--- config.mk ---
export PLATFORM = sky130hd
export DESIGN_NAME = djsq_cell
export DESIGN_NICKNAME = d
export VERILOG_FILES = /design/src/hw/rtl/djsq_pkg.sv /design/src/hw/rtl/djsq_cell.sv
export SDC_FILE = /design/constraint.sdc
export NUM_CORES = 1
export LEC_CHECK = 0
export ABC_AREA = 1
export BUFFER_PORTS_ARGS = -buffer_cell sky130_fd_sc_hd__buf_2
export CAP_MARGIN = 20
export CORE_UTILIZATION = 45
export CTS_BUF_LIST = sky130_fd_sc_hd__clkbuf_4
export DETAILED_ROUTE_END_ITERATION = 10
export HOLD_SLACK_MARGIN = 0.06
export PLACE_DENSITY = 0.73
export SYNTH_ARGS = -nofsm -noshare
export SYNTH_HDL_FRONTEND = slang
export SYNTH_SLANG_ARGS = --single-unit
--- constraint.sdc ---
create_clock -name clock -period 3.7 [get_ports clock]
set_input_delay 0.185 -clock clock [delete_from_list [all_inputs] [get_ports clock]]
set_output_delay 0.185 -clock clock [all_outputs]
set_load 0.05 [all_outputs]
--- src/hw/rtl/djsq_pkg.sv ---
// Package for the disk job sorted queue: job record, cell flag types and codes.
// Used by djsq_cell and disk_job_sorted_queue_unit; depends on nothing.
package djsq_pkg;

   localparam int DEFAULT_QUEUE_DEPTH = 64;

   localparam logic [14:0] MAX_JOB_BYTES = 15'd16384;
   localparam logic [20:0] TOTAL_MAX     = 21'h1FFFFF;

   localparam logic       OP_INSERT = 1'b0;
   localparam logic       OP_POP    = 1'b1;

   localparam logic [2:0] ACT_READ  = 3'd0;
   localparam logic [2:0] ACT_WRITE = 3'd1;

   localparam logic [1:0] ST_INSERTED = 2'd0;
   localparam logic [1:0] ST_DROPPED  = 2'd1;
   localparam logic [1:0] ST_POPPED   = 2'd2;
   localparam logic [1:0] ST_EMPTY    = 2'd3;

   localparam logic [1:0] SEL_HOLD  = 2'd0;
   localparam logic [1:0] SEL_LEFT  = 2'd1;
   localparam logic [1:0] SEL_NEW   = 2'd2;
   localparam logic [1:0] SEL_RIGHT = 2'd3;

   typedef struct packed {
      logic [2:0]  prio;
      logic [7:0]  storage;
      logic [19:0] piece;
      logic [23:0] offset;
      logic [2:0]  action;
      logic [14:0] length;
   } job_type;

   typedef struct packed {
      logic stop;
      logic storage_diff;
      logic prio_le;
   } cell_flags_type;

endpackage

--- src/hw/rtl/djsq_cell.sv ---
// One queue slot: holds a job, compares it with the incoming job and moves data
// to or from its neighbours. Depends on djsq_pkg.
module djsq_cell
   import djsq_pkg::*;
(
   input  logic           clock,
   input  logic           valid,
   input  logic [1:0]     sel,
   input  job_type        req_job,
   input  job_type        left_job,
   input  job_type        right_job,
   output job_type        job,
   output cell_flags_type flags
);

   job_type     job_ff;
   job_type     job_in;
   logic        ahead;
   logic        overlap;
   logic [24:0] end_cell;
   logic [24:0] end_req;

   always_comb begin
      case (sel)
         SEL_LEFT:  job_in = left_job;
         SEL_NEW:   job_in = req_job;
         SEL_RIGHT: job_in = right_job;
         default:   job_in = job_ff;
      endcase
   end

   always_ff @(posedge clock) begin
      job_ff <= job_in;
   end

   assign end_cell = {1'b0, job_ff.offset} + {10'd0, job_ff.length};
   assign end_req  = {1'b0, req_job.offset} + {10'd0, req_job.length};

   always_comb begin
      ahead = (job_ff.prio > req_job.prio) ||
              ((job_ff.prio == req_job.prio) &&
               ({job_ff.storage, job_ff.piece, job_ff.offset} <
                {req_job.storage, req_job.piece, req_job.offset}));
      overlap = ((job_ff.offset <= req_job.offset) && (end_cell > {1'b0, req_job.offset})) ||
                ((req_job.offset <= job_ff.offset) && (end_req > {1'b0, job_ff.offset}));
      flags.stop = valid && (ahead ||
                   ((req_job.action == ACT_READ) && (job_ff.action == ACT_WRITE) &&
                    (job_ff.storage == req_job.storage) && (job_ff.piece == req_job.piece) &&
                    overlap));
      flags.storage_diff = job_ff.storage != req_job.storage;
      flags.prio_le      = req_job.prio <= job_ff.prio;
   end

   assign job = job_ff;

endmodule

==> impl_results.html <==
<table>
<tr><th>Metric</th><th>Value</th></tr>
<tr><th colspan="2">Global route</th></tr>
<tr><td>Antenna violations before repair</td><td>2</td></tr>
<tr><td>GRT Util Overall</td><td>0.323</td></tr>
<tr><td>Via count of the first global-routing pass</td><td>between 10000 and 15000</td></tr>
<tr><td>Wire length of the first global-routing pass</td><td>50400 µm</td></tr>
<tr><td>Global route total overflow</td><td>0</td></tr>
<tr><td>Pin count of the biggest net entering global routing</td><td>between 70 and 80</td></tr>
<tr><th colspan="2">Final layout</th></tr>
<tr><td>Multi-input gate area in the final layout</td><td>5930 µm²</td></tr>
<tr><td>Layout overhead on the synthesized area</td><td>42.0%</td></tr>
<tr><td>Fill cell instance count of the final layout</td><td>between 1500 and 2000</td></tr>
<tr><td>Sequential cell area</td><td>between 2000 and 2500 µm²</td></tr>
<tr><td>Flip-flop count of the largest register, all copies and words added</td><td>73</td></tr>
<tr><td>Proportion of layout cells with a drive suffix above 1</td><td>0.236</td></tr>
<tr><td>Final #Nets</td><td>about 2000</td></tr>
<tr><th colspan="2">Synthesis</th></tr>
<tr><td>Synth Register Bits</td><td>73</td></tr>
<tr><td>Number of nets produced by synthesis</td><td>about 1600</td></tr>
<tr><td>Proportion of synthesized flip-flops having asynchronous set or reset</td><td>0</td></tr>
<tr><td>Cell count after synthesis</td><td>1208</td></tr>
<tr><td>Number of enable-type register cells in the synthesized netlist</td><td>between 70 and 80</td></tr>
<tr><td>Top cells by area, synth</td><td>sky130_fd_sc_hd__edfxtp_1 25%, sky130_fd_sc_hd__ha_1 23%, sky130_fd_sc_hd__nand2_1 15%</td></tr>
<tr><td>Number of unique standard cell types used by synthesis</td><td>40</td></tr>
<tr><td>Synth top area share</td><td>0.252</td></tr>
<tr><td>Share of the yosys chip area belonging to registers</td><td>0.252</td></tr>
<tr><td>Post-synth top cells</td><td>341 x sky130_fd_sc_hd__nand2_1, 171 x sky130_fd_sc_hd__nand3_1, 157 x sky130_fd_sc_hd__ha_1, 153 x sky130_fd_sc_hd__inv_1, 75 x sky130_fd_sc_hd__a21oi_1</td></tr>
<tr><td>Post-synthesis instance area</td><td>roughly 8700 µm²</td></tr>
<tr><td>Synthesized area divided by synthesized cell count</td><td>between 7 and 8 µm²</td></tr>
<tr><td>Most instantiated library cell after synthesis</td><td>sky130_fd_sc_hd__nand2_1</td></tr>
<tr><td>Most common flop cell mapped by yosys</td><td>sky130_fd_sc_hd__edfxtp_1</td></tr>
<tr><td>Library cell occupying the most area in the post-synthesis netlist</td><td>sky130_fd_sc_hd__edfxtp_1</td></tr>
<tr><td>Total number of yosys warnings</td><td>0</td></tr>
<tr><th colspan="2">Power</th></tr>
<tr><td>Internal cell power</td><td>around 2.2 mW</td></tr>
<tr><td>Part of the total power dissipated in sequential elements</td><td>0.273</td></tr>
<tr><td>Leakage component of the power</td><td>between 6 and 7 nW</td></tr>
<tr><td>Share of total power consumed by net switching</td><td>0.462</td></tr>
<tr><td>NetSw</td><td>about 1.9 mW</td></tr>
<tr><td>Worst vdd rail ir drop</td><td>around 170 µV</td></tr>
<tr><td>Pwr Density</td><td>~330 nW/µm²</td></tr>
<tr><td>Proportion of power drawn by combinational gates</td><td>0.575</td></tr>
<tr><td>Part of the power in the clock network</td><td>0.152</td></tr>
<tr><th colspan="2">Timing</th></tr>
<tr><td>Unrepaired setup endpoints after global routing</td><td>true</td></tr>
<tr><td>Clock period minus worst slack</td><td>roughly 4000 ps</td></tr>
<tr><td>Slew of the pin with the lowest slew margin</td><td>roughly 1100 ps</td></tr>
<tr><td>Tightest hold margin</td><td>around 520 ps</td></tr>
<tr><td>Setup violations, final</td><td>1</td></tr>
<tr><td>Worst slew margin</td><td>0.261</td></tr>
<tr><td>FMAX</td><td>about 250 MHz</td></tr>
<tr><td>Final count of pins violating max slew</td><td>0</td></tr>
<tr><td>Final worst path period share</td><td>1.06</td></tr>
<tr><td>Count of final hold-check violations</td><td>0</td></tr>
<tr><td>Final worst slack</td><td>-240 ps</td></tr>
<tr><th colspan="2">Drt</th></tr>
<tr><td>Ratio of routed vias to standard cells</td><td>between 5 and 6</td></tr>
<tr><td>Antenna Violating Nets Remaining</td><td>0</td></tr>
<tr><td>Number of violations reported at the end of detailed-routing iteration 0</td><td>approximately 680</td></tr>
<tr><td>Met1 layer wirelength in the final routing</td><td>roughly 13000 µm</td></tr>
<tr><td>Routed via count</td><td>just over 10000</td></tr>
<tr><td>Highest routed metal layer</td><td>met4</td></tr>
<tr><td>Final wirelength</td><td>between 30000 and 40000 µm</td></tr>
<tr><td>DR WL/cell</td><td>16.7 µm</td></tr>
<tr><td>Residual DRC</td><td>0</td></tr>
<tr><td>Detailed Routing Iterations Pass 1</td><td>8</td></tr>
<tr><td>Met3 routed WL</td><td>approximately 2400 µm</td></tr>
<tr><td>Met2 wire length</td><td>around 16000 µm</td></tr>
<tr><th colspan="2">Die</th></tr>
<tr><td># rows</td><td>50</td></tr>
<tr><td>Die area</td><td>just under 20000 µm²</td></tr>
<tr><td>Chip Width</td><td>about 140 µm</td></tr>
<tr><td>Effective utilization at floorplan</td><td>0.462</td></tr>
<tr><td>CORE AREA</td><td>approximately 19000 µm²</td></tr>
<tr><td>Number of ports placed on the die boundary</td><td>299</td></tr>
<tr><td>DIE HEIGHT</td><td>between 100 and 150 µm</td></tr>
<tr><th colspan="2">Hold path</th></tr>
<tr><td>End point of the most critical hold path</td><td>job[42]</td></tr>
<tr><td>Start point of the worst min-delay path</td><td>req_job[42]</td></tr>
<tr><td>Number of stages on the worst hold path</td><td>4</td></tr>
<tr><td>Tightest Hold Check Type</td><td>in -&gt; reg</td></tr>
<tr><th colspan="2">CTS</th></tr>
<tr><td>Cell chosen for the clock root</td><td>sky130_fd_sc_hd__clkbuf_4</td></tr>
<tr><td>Largest buffer count on any clock path</td><td>2</td></tr>
<tr><td>Inserted Clock Buffers</td><td>9</td></tr>
<tr><td>Clock tree from TritonCTS</td><td>done</td></tr>
<tr><td>Clock slew at the register clock pins of the worst setup and hold paths</td><td>approximately 150 ps</td></tr>
<tr><td>H-tree depth</td><td>3</td></tr>
<tr><td>Number of clock sinks</td><td>73</td></tr>
<tr><th colspan="2">Critical path</th></tr>
<tr><td>Largest fanout of any net on the critical path</td><td>3</td></tr>
<tr><td>CP endpoint kind</td><td>output pin</td></tr>
<tr><td>Required time at the worst-slack endpoint</td><td>3510 ps</td></tr>
<tr><td>Crit path arrival time</td><td>~3800 ps</td></tr>
<tr><td>Class of the most critical setup path</td><td>reg -&gt; out</td></tr>
<tr><td>Type of element launching the critical path</td><td>flop</td></tr>
<tr><th colspan="2">Place</th></tr>
<tr><td>Worst slack at placement</td><td>about 10 ps</td></tr>
<tr><td>Routability congestion estimate from global placement</td><td>slightly below 1</td></tr>
<tr><td>Count of buffers from port buffering</td><td>a little under 300</td></tr>
<tr><td>HPWL reported at the end of detailed placement</td><td>between 20000 and 25000 µm</td></tr>
<tr><th colspan="2">Outcome</th></tr>
<tr><td>Status</td><td>finished with violations</td></tr>
<tr><td>Violated checks</td><td>setup timing</td></tr>
<tr><th colspan="2">Job</th></tr>
<tr><td>Maximum capacitance violations</td><td>0</td></tr>
</table>
==> routing by layer <==
| metal | vias to the layer above | track usage |
|---|---|---|
| met2 | 502 | 0.596 |
| li1 | 4935 | - |
| met5 | - | 0 |
| met3 | 75 | 0.0669 |
| met1 | 4711 | 0.367 |
| met4 | 0 | 0.116 |
==> cells by family after synthesis <==
| logic type | synth area share |
|---|---|
| compound gates | 0.0844 |
| xor+xnor | 0.0433 |
| fa+ha+maj | 0.230 |
| buf+inv | 0.0807 |
| simple gates | 0.309 |
| flops | 0.252 |
==> power by group through the flow <==
stage          sequential [mW]  clock, mW  combinational [mW]
3_5_place_dp              1.13          0                2.07
6_report                  1.11      0.621                2.35
4_1_cts                   1.11      0.622                2.27
2_1_floorplan             1.46          0                1.09
3_3_place_gp              1.13          0                2.04
5_1_grt                   1.12      0.648                2.57
==> critical path: stages, from the launching register on <==
cell	delay, ps
sky130_fd_sc_hd__edfxtp_1	400
sky130_fd_sc_hd__ha_2	210
sky130_fd_sc_hd__inv_2	40
sky130_fd_sc_hd__fa_2	340
sky130_fd_sc_hd__inv_2	60
sky130_fd_sc_hd__nand3_2	50
sky130_fd_sc_hd__nand2_2	90
sky130_fd_sc_hd__nand2_2	70
sky130_fd_sc_hd__nand2_4	80
sky130_fd_sc_hd__a21oi_4	70
sky130_fd_sc_hd__o21bai_4	140
sky130_fd_sc_hd__nand2_2	100
sky130_fd_sc_hd__nand2_4	90
sky130_fd_sc_hd__nand2_2	50
sky130_fd_sc_hd__xor2_1	140
sky130_fd_sc_hd__ha_1	310
sky130_fd_sc_hd__nand2_2	60
sky130_fd_sc_hd__nor3_2	210
sky130_fd_sc_hd__inv_1	60
sky130_fd_sc_hd__nor2_1	80
sky130_fd_sc_hd__nand2_1	60
sky130_fd_sc_hd__nand2_1	50
sky130_fd_sc_hd__nand2_1	50
sky130_fd_sc_hd__nand2_2	80
sky130_fd_sc_hd__nand2_2	60
sky130_fd_sc_hd__a21oi_4	130
sky130_fd_sc_hd__buf_8	160
==> worst max-delay path by stage <==
stage | cells past startpoint | end | from | slack, ps
after floorplan | 25 | flags[2] | job[18] | -70
after global placement | 26 | flags[2] | job[18] | 80
after detailed placement | 26 | flags[2] | job[0] | 10
after CTS | 26 | flags[2] | job[0] | -320
after global routing | 27 | flags[2] | job[0] | -490
final | 26 | flags[2] | job[0] | -240
==> layout make-up <==
cell class	count	share of cell area
diodes	2	0.000405
clock buffers	10	0.00608
clock inverters	5	0.00659
inverters	154	0.0468
multi-input cells	949	0.480
flip-flops and latches	73	0.178
well taps	260	0.0263
repair buffers	469	0.256
==> metrics by stage <==
| stage | power, mW | std cells | util | TNS (ps) | cell area [µm²] |
|---|---|---|---|---|---|
| floorplan | 2.56 | 1208 | - | -74.4 | 8730 |
| global placement | 3.17 | 1752 | 0.562 | 0 | 10600 |
| detailed placement | 3.20 | 1752 | 0.562 | 0 | 10600 |
| CTS | 4.00 | 1917 | 0.652 | -325 | 12300 |
| global route | 4.34 | 1922 | 0.656 | -495 | 12300 |
| finish | 4.08 | 1922 | 0.656 | -240 | 12300 |
==> repair_timing <==
item | in CTS | in global routing
pin swaps | 13 | 5
setup endpoints to repair | 1 | 1
resized for setup | 16 | 7
hold buffers | 146 | 0
hold endpoints to repair | 73 | 0
buffers inserted | 4 | 3
==> cell usage in the layout, fill, tap and decap left out, drive strengths merged <==
cell type and instances:
o21a 3, nand3b 2, a221oi 1, o221ai 1
nand3 176, or2 2, a21o 5, buf 323
a21boi 3, o21ai 28, nor3b 1, nand4 12
and2 1, diode 2, xnor2 11, xor2 32
bufinv 2, clkinvlp 1, ha 157, fa 2
a21oi 78, dlygate4sd3 146, clkbuf 10, clkinv 2
a31o 1, inv 154, edfxtp 73, nor4 7
nor3 9, nand2 349, a31oi 5, o21bai 3
nor2 60
Note: power is estimated with default switching activity, not from simulation.
